## src/rtl/tle_pkg.sv

```systemverilog
`timescale 1ns / 1ps
package tle_pkg;

	localparam logic [7:0] KEY_DEL    = 8'h7F;
	localparam logic [7:0] KEY_KILL   = 8'h15;
	localparam logic [7:0] KEY_WERASE = 8'h17;
	localparam logic [7:0] KEY_EOF    = 8'h04;
	localparam logic [7:0] KEY_NL     = 8'h0A;
	localparam logic [7:0] KEY_SPACE  = 8'h20;
	localparam logic [7:0] SCREEN_COLS_RESET = 8'd80;

	typedef enum logic [2:0] {
		ACT_NONE    = 3'd0,
		ACT_ECHO    = 3'd1,
		ACT_WRAP    = 3'd2,
		ACT_NEWLINE = 3'd3,
		ACT_ERASE   = 3'd4,
		ACT_BACK    = 3'd5,
		ACT_BELL    = 3'd6,
		ACT_END     = 3'd7
	} act_t;

	typedef enum logic [2:0] {
		KC_DEL,
		KC_KILL,
		KC_WERASE,
		KC_EOF,
		KC_PRINT,
		KC_NL,
		KC_OTHER
	} key_class_t;

	typedef enum logic [3:0] {
		DP_NOP,
		DP_OPEN,
		DP_PUT,
		DP_ERASE1,
		DP_DROP,
		DP_KILL,
		DP_LOAD_KEEP,
		DP_LOAD_BACK,
		DP_CLRCNT,
		DP_WSTEP
	} dp_cmd_t;

	typedef enum logic [2:0] {
		ST_IDLE,
		ST_DECODE,
		ST_PRINT,
		ST_NL,
		ST_WAIT,
		ST_LOAD,
		ST_WORD,
		ST_FIN
	} state_t;

	typedef struct packed {
		logic    take;
		logic    load_out;
		dp_cmd_t cmd;
		act_t    act;
	} dp_ctl_t;

	typedef struct packed {
		logic       in_valid;
		logic       out_busy;
		logic       cur_zero;
		logic       cur_full;
		logic       lines_zero;
		logic       lines_one;
		logic       char_space;
		key_class_t kclass;
	} dp_stat_t;

	function automatic key_class_t classify(input logic [7:0] b);
		key_class_t k;
		case (b) inside
			KEY_DEL:       k = KC_DEL;
			KEY_KILL:      k = KC_KILL;
			KEY_WERASE:    k = KC_WERASE;
			KEY_EOF:       k = KC_EOF;
			KEY_NL:        k = KC_NL;
			[8'h20:8'h7E]: k = KC_PRINT;
			default:       k = KC_OTHER;
		endcase
		return k;
	endfunction

endpackage

```

## src/rtl/tle_ctrl.sv

```systemverilog
`timescale 1ns / 1ps
module tle_ctrl (
	input  logic              clk,
	input  logic              arst_n,
	input  tle_pkg::dp_stat_t stat,
	output tle_pkg::dp_ctl_t  ctl
);
	import tle_pkg::*;

	state_t state_q, state_d;
	act_t   act_q, act_d;
	logic   finished_q, finished_d;
	logic   back_q, back_d;
	logic   phase_q, phase_d;

	always_ff @(posedge clk or negedge arst_n) begin
		if (!arst_n) begin
			state_q    <= ST_IDLE;
			act_q      <= ACT_NONE;
			finished_q <= 1'b0;
			back_q     <= 1'b0;
			phase_q    <= 1'b0;
		end else begin
			state_q    <= state_d;
			act_q      <= act_d;
			finished_q <= finished_d;
			back_q     <= back_d;
			phase_q    <= phase_d;
		end
	end

	always_comb begin
		state_d      = state_q;
		act_d        = act_q;
		finished_d   = finished_q;
		back_d       = back_q;
		phase_d      = phase_q;
		ctl.take     = 1'b0;
		ctl.load_out = 1'b0;
		ctl.cmd      = DP_NOP;
		ctl.act      = act_q;

		case (state_q)
			ST_IDLE: begin
				ctl.take = 1'b1;
				if (stat.in_valid) begin
					state_d = ST_DECODE;
				end
			end
			ST_DECODE: begin
				state_d = ST_FIN;
				if (finished_q) begin
					act_d = ACT_END;
				end else begin
					case (stat.kclass)
						KC_DEL: begin
							if (!stat.cur_zero) begin
								ctl.cmd = DP_ERASE1;
								act_d   = ACT_ERASE;
							end else if (stat.lines_zero) begin
								act_d = ACT_NONE;
							end else begin
								ctl.cmd = DP_DROP;
								back_d  = 1'b1;
								if (stat.lines_one) begin
									act_d = ACT_NONE;
								end else begin
									act_d   = ACT_BACK;
									state_d = ST_WAIT;
								end
							end
						end
						KC_KILL: begin
							if (stat.lines_zero) begin
								act_d = ACT_NONE;
							end else begin
								ctl.cmd = DP_KILL;
								act_d   = ACT_ERASE;
								back_d  = 1'b0;
								if (!stat.lines_one) begin
									state_d = ST_WAIT;
								end
							end
						end
						KC_WERASE: begin
							ctl.cmd = DP_CLRCNT;
							act_d   = ACT_ERASE;
							phase_d = 1'b0;
							state_d = ST_WORD;
						end
						KC_EOF: begin
							if (stat.cur_zero) begin
								finished_d = 1'b1;
								act_d      = ACT_END;
							end else begin
								act_d = ACT_NONE;
							end
						end
						KC_PRINT: begin
							act_d   = ACT_ECHO;
							state_d = ST_PRINT;
							if (stat.lines_zero) begin
								ctl.cmd = DP_OPEN;
							end
						end
						KC_NL: begin
							act_d   = ACT_NEWLINE;
							ctl.cmd = DP_OPEN;
							if (stat.lines_zero) begin
								state_d = ST_NL;
							end
						end
						default: begin
							act_d = ACT_BELL;
						end
					endcase
				end
			end
			ST_PRINT: begin
				if (stat.cur_full) begin
					ctl.cmd = DP_OPEN;
					act_d   = ACT_WRAP;
				end else begin
					ctl.cmd = DP_PUT;
					state_d = ST_FIN;
				end
			end
			ST_NL: begin
				ctl.cmd = DP_OPEN;
				state_d = ST_FIN;
			end
			// line length read address settles in the cycle after the drop
			ST_WAIT: begin
				state_d = ST_LOAD;
			end
			ST_LOAD: begin
				ctl.cmd = back_q ? DP_LOAD_BACK : DP_LOAD_KEEP;
				state_d = ST_FIN;
			end
			// first trailing non-spaces, then the spaces before them
			ST_WORD: begin
				if (stat.cur_zero) begin
					state_d = ST_FIN;
				end else if (!phase_q) begin
					if (stat.char_space) begin
						phase_d = 1'b1;
					end else begin
						ctl.cmd = DP_WSTEP;
					end
				end else if (stat.char_space) begin
					ctl.cmd = DP_WSTEP;
				end else begin
					state_d = ST_FIN;
				end
			end
			ST_FIN: begin
				if (!stat.out_busy) begin
					ctl.load_out = 1'b1;
					state_d      = ST_IDLE;
				end
			end
			default: begin
				state_d = ST_IDLE;
			end
		endcase
	end

endmodule

```

## config.mk

```make
export PLATFORM = sky130hd
export DESIGN_NAME = tle_ctrl
export DESIGN_NICKNAME = d
export VERILOG_FILES = /design/src/rtl/tle_pkg.sv /design/src/rtl/tle_ctrl.sv
export SDC_FILE = /design/constraint.sdc
export NUM_CORES = 1
export LEC_CHECK = 0
export ABC_AREA = 1
export BUFFER_PORTS_ARGS = -buffer_cell sky130_fd_sc_hd__buf_2
export CAP_MARGIN = 25
export CORE_MARGIN = 8
export CORE_UTILIZATION = 50
export DETAILED_ROUTE_END_ITERATION = 12
export PLACE_DENSITY = 0.75
export SYNTH_ARGS = -nofsm -noshare
export SYNTH_HDL_FRONTEND = slang
export SYNTH_SLANG_ARGS = --single-unit
```

## constraint.sdc

```tcl
create_clock -name clk -period 1.5 [get_ports clk]
set_input_delay 0.075 -clock clk [delete_from_list [all_inputs] [get_ports clk]]
set_output_delay 0.075 -clock clk [all_outputs]
set_load 0.05 [all_outputs]
```

* Word level (Yosys, flattened, before mapping)
Cells that the tools add are included.
** Storage, ports and cells
- Output and inout port bits :: 9
- Register bits after elaboration :: 9
** Operators by class
- Equal/unequal tests :: 24
- Reduce and logical (&&, ||, !) cells :: 10
- Bitwise operators :: 1
- Muxes and demuxes :: 51
** Operators by type and width (number)
- $mux 3 :: 20
- $pmux 4 s5 :: 2
- $pmux 3 s7 :: 1
- $mux 4 :: 5
- $eq 3x3->1 const B :: 6
- $ne 2x2->1 const B :: 9
- $pmux 3 s6 :: 1
- $mux 1 :: 16
- $pmux 3 s5 :: 1
- $eq 3x2->1 const B :: 4
- $eq 3x1->1 const B :: 2
- $logic_not 3->1 :: 2
- $ne 3x3->1 const B :: 2
- $pmux 3 s2 :: 1
- $reduce_and 6->1 :: 1
- $reduce_bool 2->1 :: 3
- $reduce_and 5->1 :: 1
- $mux 2 :: 2
- $pmux 1 s2 :: 2
- $reduce_and 4->1 :: 1
- $ne 2x1->1 const B :: 1
- $reduce_and 2->1 :: 1
- $reduce_or 2->1 :: 1
- $not 1->1 :: 1

* Depth between registers and ports, before layout
Gate-level depths: netlist (run 1).
- Depth in word-level cells :: 6
- Gate-level depth with buffers :: 9
- Mapped depth without buffers :: 9

* Worst setup path before layout (run 1)
Ideal clock, no wire load.
- Kind :: register to output
- From :: register state_q[1]
- To :: output port ctl[4] (netlist name)
- Slack :: -1.074 ns
- Stages on the path, launching flop included :: 5
- Arrival :: 2.499 ns
- Required time :: 1.425 ns
- Path buffers :: 0
- Path through :: dfrtp_1 > inv_1 > nor2_4 > inv_1 > o311ai_0
** RTL lines
- start: declaration :: line tle_ctrl.sv:10 : state_t state_q, state_d;
- start signal: assignment :: line tle_ctrl.sv:24 : state_q <= state_d;
- end: declaration :: line tle_ctrl.sv:6 : output tle_pkg::dp_ctl_t ctl

==> impl_metrics.ini, run 1 <==
[yosys]
synth_edf_count = 0
ys_seq_area_share_pct = 26.99
ys_types = 29
synth_top_family_by_area = simple AND/OR/NAND/NOR gates
yosysTopAreaCell = dfrtp_1
syn_nets = 141
synth_compound_area_share_pct = 15.74
synthMuxAreaShare_pct = 0
avgSynthCellArea_sq_um = 6.520
yosys.area_share.simple_pct = 45.58
ys.flop_type = dfrtp_1
yosysMostFrequentCell = nand2_1
yosys.area_share.xor_xnor_pct = 0
synth_area_sq_um = 834.6
synth_common_cells = nand2_1 (26), nor2_1 (20), inv_1 (16)
syn-instance-count = 128
ys_seq_elements = 9
synthAdderAreaFrac_pct = 1.499
ys_async_sr_fraction_pct = 100.0
synth_area_leaders = dfrtp_1 (27%), nand2_1 (12%), nor2_1 (9.0%)
synth_top_area_share_pct = 26.99
yosysWarnings = 0

[timing]
finalCriticalPeriod_ns = 1.623
hold_viol = 0
timing.hold.ws_ns = 0.1927
max_slew_margin_pct = 81.50
finClkSkew_ns = 0.004528
rsz0062_at_grt = yes
layout_setup_ws_ns = -0.1226
fin_crit_sh_pct = 108.2
tns_ns = -0.3291
setup_viol = 4
slew_viol_final = 0
worst-slew-pin-transition_ns = 0.2765
max_freq_mhz = 616.3

[critical_path]
cp.required_ns = 1.42
path_max_fanout = 5
max_stage_delay_ns = 0.44
cpLargestDelayFamily = flip-flops
crit_path_cell_trace = nor2_4, inv_2, nor2_8, inv_2, nor2_4, nand2_2, o311ai_2, buf_6
worstSetupStartpointType = register
crit_slowest_cell = dfrtp_2
end_kind = output port
crit_start = state_q[1]
cp.arrival_ns = 1.55
worst-setup-path-type = register to output port
rr_startpoint = state_q[1]
path_buf_inv = 3

[final_layout]
nFillCells = 119
layout-drive-gt1-share_pct = 40.72
synthToLayoutAreaGrowth_pct = 45.88
postLayoutCoreUtil_pct = 78.98
layout.nets = 181
n_antenna_cell = 0

[routing]
drcViolationCount = 0
vias = 1002
drtAntennaViolNets = 0
drt_iter0_drc = 36
routed_wl_microns = 2530
wl_per_cell_microns = 13.83
firstDrtPassIters = 4
viasPerCell = 5.475

[cts]
clk_pin_slew_ns = 0.06
htree_num_levels = 1
clk_path_buf_depth = 2
cts.sinks = 9
cts_tree = yes
cts_buffers = 3
ctsRootBufferMaster = clkbuf_4
insertion_delay_ns = 0.27

[pwr]
power_frac_seq_pct = 18.3
p_sw_mw = 1.191
p_sw_share_pct = 51.96
power_density_nw_per_um2 = 1883
p_int_mw = 1.101
power_frac_comb_pct = 73.2
fin_total_pwr_mw = 2.292
p_clk_share_pct = 8.5
ir_drop_uv = 1260
leakage_nw = 0.6003

[run_status]
failed_checks = negative setup slack
outcome = complete, but fails checks

[global_route]
grtUsageTotal_pct = 14.59
grt.overflow.total = 0
met3_usage_pct = 2.472
gr-usage-met1_pct = 18.14
grt_pass1_wl_microns = 3939
grt_pass1_vias = 923
grt_busiest_layer = met2
grt_max_degree = 10
met2_usage_pct = 21.94
antenna_found_initial = 0

[place]
hpwl_microns = 1854
io_buffer_count = 20
gp_congestion = 0.9780

[floorplanning]
coreArea_sq_um = 1541
pin_count = 21
dieWidth_microns = 56.86
start_util_pct = 54.14
dieArea_sq_um = 3232
num_rows = 14
fp.dieH_microns = 56.86

[job]
maxCapViolations = 0

[hold_path]
hp-class = input port to async pin
## power by group through the flow
stage	clock network, mW	registers, mW	logic, mW
final	0.196	0.419	1.68
after global routing	0.205	0.430	1.80
after CTS	0.197	0.394	1.49
after detailed placement	0	0.401	1.29
after global placement	0	0.398	1.28
after floorplan	0	0.500	0.899
## per-stage QoR
step                worst slack [ns]  instances  cell area (sq um)
floorplan                   -0.01838        128              848.3
global placement             0.08745        168              994.7
detailed placement           0.03313        168              994.7
CTS                          -0.1068        179               1109
global route                 -0.1876        183               1217
finish                       -0.1226        183               1217
## cell type report
| type | instances | area, sq um | area share (%) |
|---|---|---|---|
| sequential | 9 | 227.7 | 18.70 |
| tap | 16 | 20.02 | 1.644 |
| clock buffer | 4 | 26.28 | 2.158 |
| timing repair buffer | 36 | 269.0 | 22.10 |
| multi-input combinational | 99 | 598.1 | 49.13 |
| inverter | 19 | 76.32 | 6.269 |
## final timing paths
| check | to | slack [ns] | depth (start not counted) |
|---|---|---|---|
| max | ctl[4] | -0.12 | 8 |
| min | act_q[1] | 0.19 | 2 |
| max reg2reg | phase_q | 0.10 | 9 |
| min reg2reg | act_q[0] | 0.51 | 2 |
| max in group asynchronous | state_q[2] | 1.09 | 2 |
| min in group clk | finished_q | 0.22 | 3 |
## placed cells by master, fill, tap and decap left out, drive strengths merged
cell	netlist	final
or2	1	1
o21a	1	1
nand3	15	15
ha	1	1
a21o	1	1
buf	1	34
o211ai	1	1
dlygate4sd3	0	1
a31oi	1	1
o21ai	11	11
nand2	29	29
dfrtp	9	9
o22ai	1	1
a21oi	5	5
nand4	2	2
o311ai	1	1
inv	19	19
nor2	25	25
nand3b	2	2
nor3	2	2
clkbuf	0	5
## logic make-up after synthesis
logic type	Yosys count
AND/OR/NAND/NOR	76
AO/OA/AOI/OAI	22
buffers and inverters	20
flip-flops	9
adder cells (fa/ha/maj)	1
## routing by layer
metal,wire length [microns],vias up,part of all wire (%)
met3,134,9,5.3
met2,1143,43,45
li1,-,499,-
met1,1161,451,46
met5,0,-,0
met4,91,0,3.6
## repair_timing
action / 4_1_cts / 5_1_grt
hold buffers: 1 / 0
pin swaps: 1 / 5
gates resized for setup: 12 / 21
setup endpoints to repair: 4 / 5
hold endpoints to repair: 9 / 0
buffers inserted: 6 / 4
## state kept, by name, summed over array words and instances, names as in the netlist
name / cells
phase_q: 1
act_q: 3
finished_q: 1
state_q: 3
back_q: 1
Power figures use the tool's default switching activity.
==> run 2, diff against run 1 <==
--- a/config.mk
+++ b/config.mk
@@ -6,12 +6,12 @@
 export NUM_CORES = 1
 export LEC_CHECK = 0
 export ABC_AREA = 1
-export BUFFER_PORTS_ARGS = -buffer_cell sky130_fd_sc_hd__buf_2
 export CAP_MARGIN = 25
 export CORE_MARGIN = 8
 export CORE_UTILIZATION = 50
 export DETAILED_ROUTE_END_ITERATION = 12
-export PLACE_DENSITY = 0.75
+export DONT_BUFFER_PORTS = 1
+export PLACE_DENSITY = 0.64
 export SYNTH_ARGS = -nofsm -noshare
 export SYNTH_HDL_FRONTEND = slang
 export SYNTH_SLANG_ARGS = --single-unit
==> run 2 against run 1 <==
  * The run still ends with negative setup slack left
  * Critical path depth decreased by 1
  * First-iteration DRC count grew 31%
  * Setup slack worse by 0.057 ns
  * Hold slack lost 0.14 ns
  * Flip-flop and latch count is the same
  * Utilization grew 0.081 points
  * Final cell count shrank 6.6%
  * Clock skew decreased by 0.00065 ns
  * Wire length grew 14%
  * Largest cell class unchanged
==> impl_metrics.ini, run 2 (same netlist as run 1, synthesis figures left out) <==
[job]
maxCapViolations = 0

[routing]
firstDrtPassIters = 4
viasPerCell = 5.749
drtAntennaViolNets = 0
drt_iter0_drc = 47
vias = 983
routed_wl_microns = 2887
drcViolationCount = 0
wl_per_cell_microns = 16.88

[floorplanning]
num_rows = 14
pin_count = 21
dieWidth_microns = 56.86
fp.dieH_microns = 56.86
dieArea_sq_um = 3232
coreArea_sq_um = 1541
start_util_pct = 54.14

[timing]
timing.hold.ws_ns = 0.05472
hold_viol = 0
worst-slew-pin-transition_ns = 0.4836
setup_viol = 6
rsz0062_at_grt = yes
slew_viol_final = 0
finalCriticalPeriod_ns = 1.680
layout_setup_ws_ns = -0.1796
tns_ns = -0.7111
finClkSkew_ns = 0.003882
max_freq_mhz = 595.4
max_slew_margin_pct = 67.65
fin_crit_sh_pct = 112.0

[global_route]
grt.overflow.total = 0
grt_max_degree = 10
grtUsageTotal_pct = 15.61
grt_pass1_wl_microns = 4202
grt_pass1_vias = 925
antenna_found_initial = 0

[hold_path]
hold_end = finished_q
whs_path_depth = 2
hp-class = input port to register
hold_start = stat[7]

[cts]
htree_num_levels = 1
insertion_delay_ns = 0.27
cts.sinks = 9
clk_path_buf_depth = 2
cts_buffers = 3
clk_pin_slew_ns = 0.07
ctsRootBufferMaster = clkbuf_4
cts_tree = yes

[critical_path]
rr_endpoint = phase_q
rr_startpoint = state_q[1]
rrSetupSlack_ns = -0.01
cp.required_ns = 1.42
worstSetupStartpointType = register
worst-setup-path-type = register to output port
path_max_fanout = 5
end_kind = output port
r2r_cells = 9
cp.arrival_ns = 1.60

[final_layout]
nFillCells = 113
ff_latch_area_sq_um = 226.5
final_common_cell = nand2_1
multi_input_area_sq_um = 620.6
synthToLayoutAreaGrowth_pct = 46.03
design_area_sq_um = 1219
top_regs = act_q: 3 flops, state_q: 3 flops
stdcell_count = 171
layout.nets = 169
final_cell_mix = nand2_1 (23), nor2_1 (19), buf_4 (14), inv_1 (13), nand3_1 (10)
layout-drive-gt1-share_pct = 35.48
n_antenna_cell = 0

[place]
post_dp_cell_area_sq_um = 949.7
place_inst = 152
gp_congestion = 0.8826
io_buffer_count = 0
hpwl_microns = 1782

[run_status]
outcome = complete, but fails checks
failed_checks = negative setup slack

[pwr]
ir_drop_uv = 1314
leakage_nw = 0.5703
power_density_nw_per_um2 = 2016
==> run 2: how the worst max path moves through the flow <==
| stage | end | slack [ns] | start |
|---|---|---|---|
| after global routing | ctl[4] | -0.23 | state_q[1] |
| after floorplan | ctl[4] | -0.02 | state_q[1] |
| final | ctl[6] | -0.18 | state_q[1] |
| after global placement | ctl[4] | 0.10 | state_q[1] |
| after CTS | ctl[4] | -0.09 | state_q[1] |
| after detailed placement | ctl[4] | 0.06 | state_q[1] |
==> run 2: area by class of cell <==
type | count | area share (%)
clock buffer | 4 | 2.156
inverter | 19 | 6.468
multi-input combinational | 99 | 50.92
sequential | 9 | 18.58
tap | 16 | 1.643
timing repair buffer | 24 | 20.23
==> run 2: what timing repair did <==
item / CTS / global route
setup buffers: 9 / 5
hold buffers: 1 / 0
pin swaps: 3 / 4
endpoints found under the setup margin: 4 / 4
hold endpoints to repair: 9 / 0
resized for setup: 14 / 13
==> run 2: critical path, cell delays in order, from the launching register on <==
cell,delay (ns)
dfrtp_2,0.47
nor2_4,0.17
inv_4,0.06
nor2_8,0.11
buf_12,0.12
nand3_4,0.07
o22ai_4,0.15
buf_12,0.16
==> run 2: per-stage QoR <==
stage | setup WS [ns] | power (mW) | util [%]
5_1_grt | -0.2323 | 2.609 | 79.06
4_1_cts | -0.08892 | 2.208 | 72.97
2_1_floorplan | -0.01838 | 1.399 | -
3_3_place_gp | 0.1044 | 1.697 | 61.61
6_report | -0.1796 | 2.456 | 79.06
3_5_place_dp | 0.06234 | 1.709 | 61.61
==> run 2: layer usage <==
metal	global-route usage (%)	part of all wire [%]	up-vias
met5	0	0	-
met1	18.49	40	448
li1	-	-	476
met4	4.698	1.8	0
met3	5.169	9.1	8
met2	25.86	49	51
==> run 2: power breakdown <==
part | switching [mW] | internal (mW)
clock | 0.101 | 0.103
combinational | 0.997 | 0.723
sequential | 0.201 | 0.331
total | 1.30 | 1.16
==> run 3, diff against run 2 <==
--- a/config.mk
+++ b/config.mk
@@ -12,6 +12,7 @@
 export DETAILED_ROUTE_END_ITERATION = 12
 export DONT_BUFFER_PORTS = 1
 export PLACE_DENSITY = 0.64
+export SLEW_MARGIN = 40
 export SYNTH_ARGS = -nofsm -noshare
 export SYNTH_HDL_FRONTEND = slang
 export SYNTH_SLANG_ARGS = --single-unit
==> constraint.sdc (replaced) <==
create_clock -name clk -period 2.1 [get_ports clk]
set_input_delay 0.105 -clock clk [delete_from_list [all_inputs] [get_ports clk]]
set_output_delay 0.105 -clock clk [all_outputs]
set_load 0.05 [all_outputs]
==> run 3 against run 2 <==
  * The run now ends clean
  * Sequential power is 25% lower
  * Wire length is 25% lower
  * Sequential share of layout area is 6.0 points higher
  * Flip-flop and latch count stayed put
  * Clock-buffer cell count stayed put
  * Hold slack better by 0.040 ns
  * Via count is 11% lower
  * Die area stayed put
  * Final area is 25% lower
  * Global-route usage is 1.8 points lower
  * Clock power is 34% lower
  * Critical path type unchanged
  * Largest cell class unchanged
==> impl_metrics.ini, run 3 (same netlist as run 1, synthesis figures left out) <==
[run_status]
outcome = completed

[routing]
drtAntennaViolNets = 0
vias = 870
wl_per_cell_microns = 14.20
viasPerCell = 5.724
routed_wl_microns = 2158
drcViolationCount = 0
drt_iter0_drc = 41
firstDrtPassIters = 4

[cts]
htree_num_levels = 1
cts_tree = yes
cts_buffers = 3
insertion_delay_ns = 0.26
cts.sinks = 9
ctsRootBufferMaster = clkbuf_4
clk_path_buf_depth = 2
clk_pin_slew_ns = 0.07

[timing]
fin_crit_sh_pct = 91.43
setup_viol = 0
layout_setup_ws_ns = 0.1801
rsz0062_at_grt = no
max_slew_margin_pct = 63.41
slew_viol_final = 0
max_freq_mhz = 520.8
finalCriticalPeriod_ns = 1.920
finClkSkew_ns = 0.01308
worst-slew-pin-transition_ns = 0.5473
hold_viol = 0
tns_ns = 0

[global_route]
antenna_found_initial = 0
grtUsageTotal_pct = 13.81
grt.overflow.total = 0
grt_max_degree = 10
grt_pass1_vias = 835
grt_pass1_wl_microns = 3691

[critical_path]
worstSetupStartpointType = register
end_kind = output port
crit_slowest_cell = dfrtp_1
cp.arrival_ns = 1.81
max_stage_delay_ns = 0.58
crit_path_cell_trace = inv_4, nand3_1, inv_1, nand2_1, nor2_1, nor2_1, nand3_1
worst-setup-path-type = register to output port
cp.required_ns = 2.00
path_max_fanout = 9

[final_layout]
ff_latch_area_sq_um = 225.2
postLayoutCoreUtil_pct = 59.50
multi_input_area_sq_um = 531.8
nFillCells = 166
layout.nets = 150
final_cell_mix = nand2_1 (26), nor2_1 (20), inv_1 (16), nand3_1 (12), dfrtp_1 (9)
n_antenna_cell = 0
top_regs = act_q: 3 flops, state_q: 3 flops
synthToLayoutAreaGrowth_pct = 9.895
final_common_cell = nand2_1
layout-drive-gt1-share_pct = 17.65

[pwr]
ir_drop_uv = 744.8
leakage_nw = 0.4481
power_density_nw_per_um2 = 1364

[place]
hpwl_microns = 1870
io_buffer_count = 0
dp_slack_ns = 0.4595
gp_congestion = 0.9523

[floorplanning]
start_util_pct = 54.14
dieArea_sq_um = 3232
dieWidth_microns = 56.86
fp.dieH_microns = 56.86
num_rows = 14
coreArea_sq_um = 1541
pin_count = 21

[hold_path]
hp-class = input port to register

[job]
maxCapViolations = 0
run 3: cell type report:
class / count / area share (%)
repair buffers: 5 / 4.366
well taps: 16 / 2.183
flip-flops and latches: 9 / 24.56
inverters: 19 / 8.049
clock buffers: 4 / 2.865
multi-input cells: 99 / 57.98
run 3: path summary, 6_finish.rpt:
path,from,endpoint,slack (ns),depth (start not counted)
worst max register to register,state_q[0],state_q[0],0.67,6
worst min-delay path,stat[7],finished_q,0.09,2
max in group asynchronous,arst_n,act_q[1],1.56,1
min in group asynchronous,arst_n,state_q[1],0.22,1
worst min register to register,back_q,back_q,0.50,2
worst max-delay path,state_q[0],ctl[3],0.18,7
run 3: per-stage QoR:
| stage | total power [mW] | cell area, sq um | cells | hold slack, ns |
|---|---|---|---|---|
| after floorplan | 0.9841 | 834.6 | 128 | -0.1906 |
| after global placement | 1.105 | 880.8 | 147 | -0.1903 |
| after detailed placement | 1.119 | 880.8 | 147 | -0.1903 |
| after CTS | 1.261 | 917.1 | 152 | 0.09784 |
| after global routing | 1.355 | 917.1 | 152 | 0.1124 |
| final | 1.251 | 917.1 | 152 | 0.09426 |
run 3: what timing repair did:
item                      CTS  global route
resized for setup           0             0
hold endpoints to repair    9             0
hold buffers                1             0
setup buffers               0             0
run 3: worst max-delay path, delay by kind of cell (launching register included):
kind / cells / cell delay [ns]
buffers and inverters: 2 / 0.16
DFF: 1 / 0.58
and+or+nand+nor: 5 / 0.82
run 3: layer usage:
layer,vias up,GRT usage [%],share of wire [%]
met4,0,3.020,0.56
li1,438,-,-
met2,28,21.79,45
met5,-,0,0
met3,2,5.393,8.4
met1,402,17.20,46
run 3: report_power, final:
group | internal, mW | switching [mW] | total, mW | leakage (nW)
Combinational | 0.224 | 0.495 | 0.719 | 0.331
Sequential | 0.234 | 0.164 | 0.398 | 0.102
Clock | 0.0730 | 0.0608 | 0.134 | 0.0150
Total | 0.531 | 0.720 | 1.25 | 0.448
